<file path="config.mk">
export PLATFORM = sky130hd
export DESIGN_NAME = hklp_ctrl
export DESIGN_NICKNAME = d
export VERILOG_FILES = /design/src/hw/rtl/hklp_pkg.sv /design/src/hw/rtl/hklp_ctrl.sv
export SDC_FILE = /design/constraint.sdc
export NUM_CORES = 1
export LEC_CHECK = 0
export BUFFER_PORTS_ARGS = -buffer_cell sky130_fd_sc_hd__buf_4
export CAP_MARGIN = 10
export CORE_AREA = 2 2 39 41
export CTS_BUF_LIST = sky130_fd_sc_hd__clkbuf_4 sky130_fd_sc_hd__clkbuf_8
export CTS_CLUSTER_SIZE = 10
export DETAILED_ROUTE_END_ITERATION = 7
export DIE_AREA = 0 0 41 43
export HOLD_SLACK_MARGIN = 0.03
export PLACE_DENSITY = 0.64
export SLEW_MARGIN = 25
export SYNTH_ARGS = -nofsm -noshare
export SYNTH_HDL_FRONTEND = slang
export SYNTH_SLANG_ARGS = --single-unit
</file>
<file path="constraint.sdc">
create_clock -name clk -period 2.2 [get_ports clk]
set_input_delay 0.44 -clock clk [delete_from_list [all_inputs] [get_ports clk]]
set_output_delay 0.44 -clock clk [all_outputs]
set_load 0.1 [all_outputs]
</file>
<file path="src/hw/rtl/hklp_pkg.sv">
package hklp_pkg;

    localparam int TableBits = 10;
    localparam int TableSize = 1 << TableBits;
    localparam int CountBits = 11;

    localparam logic [63:0] FnvBasis = 64'hcbf29ce484222325;
    localparam logic [63:0] FnvPrime = 64'h00000100000001b3;
    localparam logic [63:0] AllOnes  = 64'hFFFFFFFFFFFFFFFF;

    localparam logic [1:0] FuncLookup = 2'd0;
    localparam logic [1:0] FuncInsert = 2'd1;
    localparam logic [1:0] FuncDelete = 2'd2;

    localparam logic [1:0] StEmpty    = 2'd0;
    localparam logic [1:0] StOccupied = 2'd1;
    localparam logic [1:0] StDeleted  = 2'd2;

    typedef struct packed {
        logic [1:0]  func;
        logic [7:0]  key_byte;
        logic        byte_valid;
        logic        key_last;
        logic [63:0] new_value;
    } in_item_t;

    typedef struct packed {
        logic                 success;
        logic [63:0]          found_value;
        logic [CountBits-1:0] live_entries;
    } out_item_t;

    // Commands from the controller to the datapath.
    typedef struct packed {
        logic hash_mul;     // multiply the xor-ed hash by the prime
        logic hash_xor;     // load hash register with hash ^ byte (or hold)
        logic take_op;      // latch key hash, home index, reset hash
        logic clr_step;     // clear one slot during the clearing pass
        logic load_item;    // latch op and new value of the last transfer
        logic advance;      // step probe index and probe count
        logic note_free;    // remember probe slot as first free
        logic wr_hit;       // write probe slot (update / delete)
        logic wr_free;      // write the remembered free slot as new entry
        logic inc_count;
        logic dec_count;
        logic emit;         // present a result
        logic res_success;
        logic res_value;    // found value comes from the slot read
        logic res_miss;     // found value is all ones
    } dp_cmd_t;

    // Status from the datapath to the controller.
    typedef struct packed {
        logic       clr_done;
        logic [1:0] rd_status;
        logic       hash_match;
        logic       have_free;
        logic       probe_done;  // all slots visited
        logic [1:0] func;
    } dp_stat_t;

endpackage

</file>
<file path="src/hw/rtl/hklp_ctrl.sv">
module hklp_ctrl (
    input  logic                clk,
    input  logic                rst_n,
    input  logic                start,
    input  logic                byte_valid,
    input  logic                key_last,
    input  hklp_pkg::dp_stat_t  stat,
    output hklp_pkg::dp_cmd_t   cmd,
    output logic                busy
);

    typedef enum logic [2:0] {
        S_CLEAR,
        S_IDLE,
        S_MUL,
        S_READ,
        S_CHECK,
        S_DONE
    } state_t;

    state_t state_reg, state_next;
    logic   mul_last_reg, mul_last_next;
    logic   accept;

    assign accept = start && (state_reg == S_IDLE);

    always_comb
    begin
        cmd           = '0;
        state_next    = state_reg;
        mul_last_next = mul_last_reg;
        unique case (state_reg)
            S_CLEAR:
            begin
                if (stat.clr_done)
                begin
                    state_next = S_IDLE;
                end
                else
                begin
                    cmd.clr_step = 1'b1;
                end
            end
            S_IDLE:
            begin
                if (accept)
                begin
                    // The operation and its value belong to the last transfer.
                    cmd.load_item = key_last;
                    if (byte_valid)
                    begin
                        cmd.hash_xor  = 1'b1;
                        mul_last_next = key_last;
                        state_next    = S_MUL;
                    end
                    else if (key_last)
                    begin
                        cmd.take_op = 1'b1;
                        state_next  = S_READ;
                    end
                end
            end
            S_MUL:
            begin
                cmd.hash_mul = 1'b1;
                state_next   = mul_last_reg ? S_DONE : S_IDLE;
            end
            S_DONE:
            begin
                // Hash is final; capture it and start the probe.
                cmd.take_op = 1'b1;
                state_next  = S_READ;
            end
            S_READ:
            begin
                if (stat.func == hklp_pkg::FuncLookup || stat.func == hklp_pkg::FuncInsert
                    || stat.func == hklp_pkg::FuncDelete)
                begin
                    state_next = S_CHECK;
                end
                else
                begin
                    cmd.emit   = 1'b1;
                    state_next = S_IDLE;
                end
            end
            S_CHECK:
            begin
                if (stat.probe_done)
                begin
                    cmd.emit = 1'b1;
                    if (stat.func == hklp_pkg::FuncLookup)
                    begin
                        cmd.res_miss = 1'b1;
                    end
                    else if (stat.func == hklp_pkg::FuncInsert && stat.have_free)
                    begin
                        cmd.wr_free = 1'b1;
                        cmd.inc_count = 1'b1;
                        cmd.res_success = 1'b1;
                    end
                    state_next = S_IDLE;
                end
                else if (stat.rd_status == hklp_pkg::StEmpty)
                begin
                    cmd.emit = 1'b1;
                    if (stat.func == hklp_pkg::FuncLookup)
                    begin
                        cmd.res_miss = 1'b1;
                    end
                    else if (stat.func == hklp_pkg::FuncInsert)
                    begin
                        if (!stat.have_free)
                        begin
                            cmd.note_free = 1'b1;
                        end
                        cmd.wr_free     = 1'b1;
                        cmd.inc_count   = 1'b1;
                        cmd.res_success = 1'b1;
                    end
                    state_next = S_IDLE;
                end
                else if (stat.rd_status == hklp_pkg::StOccupied && stat.hash_match)
                begin
                    cmd.emit        = 1'b1;
                    cmd.res_success = 1'b1;
                    if (stat.func == hklp_pkg::FuncLookup)
                    begin
                        cmd.res_value = 1'b1;
                    end
                    else
                    begin
                        cmd.wr_hit    = 1'b1;
                        cmd.dec_count = (stat.func == hklp_pkg::FuncDelete);
                    end
                    state_next = S_IDLE;
                end
                else
                begin
                    if (stat.rd_status == hklp_pkg::StDeleted && !stat.have_free)
                    begin
                        cmd.note_free = 1'b1;
                    end
                    cmd.advance = 1'b1;
                    state_next  = S_READ;
                end
            end
            default:
            begin
                state_next = S_IDLE;
            end
        endcase
    end

    always_ff @(posedge clk or negedge rst_n)
    begin
        if (!rst_n)
        begin
            state_reg    <= S_CLEAR;
            mul_last_reg <= 1'b0;
            busy         <= 1'b1;
        end
        else
        begin
            state_reg    <= state_next;
            mul_last_reg <= mul_last_next;
            busy         <= (state_next != S_IDLE);
        end
    end

endmodule
</file>
# After elaboration in Yosys (flattened, before gate mapping)
# Cells that the tools add are included.
[word_totals]
register_bits = 5
word_cells = 81
out_inout_bits = 16
in_bits = 13
[classes]
reduce_logical = 11
mux = 57
n_eq_ne = 10
[ops]
columns = ["op", "count"]
rows = [
  ["two-way mux 1 bit", 31],
  ["two-way mux 2 bit", 13],
  ["two-way mux 3 bit", 8],
  ["case mux 3 bit (6 select lines)", 1],
  ["== test 3 x 2 -> 1 bit, second input constant", 2],
  ["== test 3 bit, second input constant", 2],
  ["two-way mux 6 bit", 1],
  ["== test 2 x 1 -> 1 bit, second input constant", 2],
  ["== test 2 bit, second input constant", 2],
  ["logical AND 1 bit", 4],
  ["logical NOT 2 bit", 2],
  ["two-way mux 4 bit", 1],
  ["case mux 1 bit (2 select lines)", 2],
  ["== test 3 x 1 -> 1 bit, second input constant", 1],
  ["logical NOT 3 bit", 1],
  ["!= test 3 x 1 -> 1 bit, second input constant", 1],
  ["AND reduction 3 bit", 1],
  ["logical OR 1 bit", 2],
  ["logical NOT 1 bit", 1],
]

# Depth between registers and ports, before layout
[logic_depth]
word_depth = 7
ltp_mapped = 5
depth_no_buf = 4

# Worst setup path after synthesis
# No wires, ideal clock.
[synth_timing]
path_kind = "register to output"
from = "reg state_reg[0]"
to = "out cmd[8] in the netlist's numbering"
stages_incl_launch_ff = 6
t_required_ps = 1760
arrival_ps = 3700
slack_ps = -1940
path_buffers = 1
path_cell_list = "dfrtp_1 > buf_2 > nor2_1 > and2_1 > o21ai_0 > nor4_1"
[synth_rtl]
columns = ["element", "line", "rtl"]
rows = [
  ["from (decl)", "hklp_ctrl.sv:21", "state_t state_reg, state_next;"],
  ["from (signal assigned)", "hklp_ctrl.sv:165", "state_reg <= state_next;"],
  ["to (decl)", "hklp_ctrl.sv:8", "output hklp_pkg::dp_cmd_t cmd,"],
]

==> results.ini <==
[synth]
ys.flop_type = dfrtp_1
syn_area_per_cell_um2 = 7.68
synthArstFlopShare_pct = 100
ys_ff_latch = 5
synth_cell_types = 30
syn_nets = 71
synth_warnings = 0
syn_inst = 58
syn_area_um2 = 445
yosysSeqAreaShare_pct = 28.4
synth_edf_count = 0

[clocking]
insertion_delay_ns = 0.24
cts_inserted_buffers = 3
clock_sinks = 5
cts_tree = done
cts_root_buffer = clkbuf_4
clk_pin_slew_worst_paths_ns = 0.04
h-tree-depth = 1
clockBufferDepth = 2

[power_and_ir_drop]
p_total_uw = 935
p_leak_nw = 0.353
powerDensity_mw_per_mm2 = 1160
ir_drop_mv = 0.448

[routing]
drc_errors = 0
firstDrtPassIters = 5
drt-total-wl_um = 1400
vias = 568
initialDrtViolationCount = 8
routedWlPerCell_um = 13.1
antenna_left = 0
viasPerCell = 5.31

[setup_path]
cp.required_ns = 1.76
setup.worst_path.end_class = primary output
rrSetupSlack_ns = 0.71
rr_worst_depth = 5
r2r_end = busy$_DFF_PN1_
path_class = reg2out
arrival_ns = 1.67
cp_max_fo = 6
cp-start-kind = register
worstReg2RegStart = state_reg[1]$_DFF_PN0_

[layout]
largest_reg_flops = 3
fin_cells = 107
diodes = 0
layout.nets = 105
drive_gt1_share_pct = 58.2
area_growth_pct = 80.3
fill_cells = 136

[grt]
grt_pass1_wl_um = 2090
grtUsageTotal_pct = 18.5
grt_pass1_vias = 507
grt_max_degree = 12
antenna_found_initial = 0
grt_overflow = 0

[die]
initial_core_util_pct = 32.2
pin_count = 29
num_rows = 14
die_area_mm2 = 0.00176
die_height_um = 43
die_w_um = 41
coreArea_mm2 = 0.00138

[sta]
finalClockSkew_ns = 0.00202
clock.fmax_ghz = 0.473
setup_tns_ns = 0
setup_viol = 0
slew_headroom_pct = 72.7
fin_crit_ns = 2.11
hold_violations = 0
tightest_slew_ns = 0.405
fin_crit_sh_pct = 96.1
grt_setup_unrepaired = false
slew_viol_final = 0

[min_path]
worst_hold_path.endpoint = state_reg[2]$_DFF_PN0_
min-delay-start = stat[1]
hold_path.class = in2reg
hold_path_depth = 2

[placement]
dpl.hpwl_um = 1050
io_buffers = 28
dp.cells = 101
place_congestion = 0.708

[job]
timing.max_cap.violations = 0

[run_status]
outcome = complete, no violations

==> cell families after synthesis <==
logic type | count (synthesis) | synth area share (%)
DFF | 5 | 28.4
buffers and inverters | 4 | 4.49
muxes | 1 | 2.53
and+or+nand+nor | 36 | 46.9
AOI/OAI and AO/OA | 12 | 17.7
==> worst max-delay path by stage <==
stage	from	end	slack (ns)
after floorplan	state_reg[0]$_DFF_PN0_	cmd[4]	-0.42
after global placement	state_reg[1]$_DFF_PN0_	cmd[4]	0.29
after detailed placement	state_reg[1]$_DFF_PN0_	cmd[4]	0.26
after CTS	state_reg[1]$_DFF_PN0_	cmd[4]	0.02
after global routing	state_reg[1]$_DFF_PN0_	cmd[4]	0.001
final	state_reg[1]$_DFF_PN0_	cmd[4]	0.09
==> repair_timing <==
action,4_1_cts,5_1_grt
setup buffers,0,1
hold buffers,1,0
hold endpoints to repair,4,0
pin swaps,0,2
setup endpoints to repair,1,4
resized for setup,1,2
==> critical path, stage by stage (launching register included) <==
cell and delay (ns):
dfrtp_2 0.44, nor2_4 0.13, and2_4 0.16, nand4_1 0.19
nor3b_2 0.26, buf_6 0.25
==> cell usage after synthesis, drive strengths merged (2+ instances only) <==
cell type / instances / area share (%)
nor2: 11 / 9.3
nor3: 4 / 4.5
inv: 2 / 1.7
nor2b: 2 / 2.8
o21ai: 5 / 5.6
nand2: 4 / 3.9
nand2b: 3 / 4.2
and2: 2 / 2.8
nor4: 2 / 2.8
nor3b: 2 / 3.4
dfrtp: 4 / 22
buf: 2 / 2.8
==> layout by cell type, fill, tap and decap left out <==
cell | netlist | layout
nor2_4 | 0 | 1
inv_1 | 2 | 2
nand2_2 | 1 | 2
dfstp_2 | 1 | 1
o21ai_0 | 4 | 4
a32oi_1 | 1 | 1
nor3_4 | 0 | 1
dfrtp_1 | 4 | 2
nor2b_1 | 2 | 2
nor3_1 | 4 | 2
and2_1 | 2 | 1
a31o_1 | 1 | 1
nor3_2 | 0 | 1
and2_4 | 0 | 1
nor2_2 | 0 | 4
a21oi_1 | 1 | 1
dfrtp_2 | 0 | 2
nor2_1 | 11 | 6
o21bai_1 | 1 | 1
nor4_4 | 0 | 2
o21ai_1 | 1 | 1
a311oi_1 | 1 | 1
buf_6 | 0 | 1
nand2_1 | 3 | 2
a22o_1 | 1 | 1
or3b_1 | 1 | 1
or3_1 | 1 | 1
mux2_2 | 1 | 1
nor4bb_4 | 1 | 1
nand3b_1 | 1 | 1
nor3b_2 | 0 | 2
clkbuf_4 | 0 | 4
nand3_1 | 1 | 1
nand4_1 | 1 | 1
nand2b_1 | 3 | 3
dlygate4sd3_1 | 0 | 1
a31oi_1 | 1 | 1
buf_4 | 1 | 29
==> cell type report <==
cell class	count	area [um2]	area share (%)
clock buffer	4	30.0	3.74
multi-input combinational	49	378	47.0
sequential	5	129	16.0
inverter	2	7.51	0.935
tap	16	20.0	2.49
timing repair buffer	31	239	29.8
==> through the flow <==
stage                     setup slack, ns  area (um2)  util, %  hold slack (ns)
after floorplan                    -0.417         542        -            0.144
after global placement              0.289         748     54.1            0.243
after detailed placement            0.265         748     54.1            0.242
after CTS                          0.0197         792     57.2            0.456
after global routing              0.00111         803     58.0            0.468
final                              0.0866         803     58.0            0.468
==> per-layer routing <==
layer / wire, um / global-route usage, % / part of all wire, % / vias up
met4: 38 / 18.0 / 2.7 / 0
met5: 0 / 0 / 0 / -
li1: - / - / - / 276
met3: 100 / 4.71 / 7.1 / 5
met2: 725 / 28.1 / 52 / 30
met1: 539 / 18.7 / 38 / 257
==> power breakdown <==
part / switching [mW] / total (mW) / internal (mW)
Combinational: 0.432 / 0.620 / 0.188
Clock: 0.0370 / 0.118 / 0.0808
Sequential: 0.0541 / 0.198 / 0.144
Total: 0.523 / 0.935 / 0.412
Power figures use the tool's default switching activity.
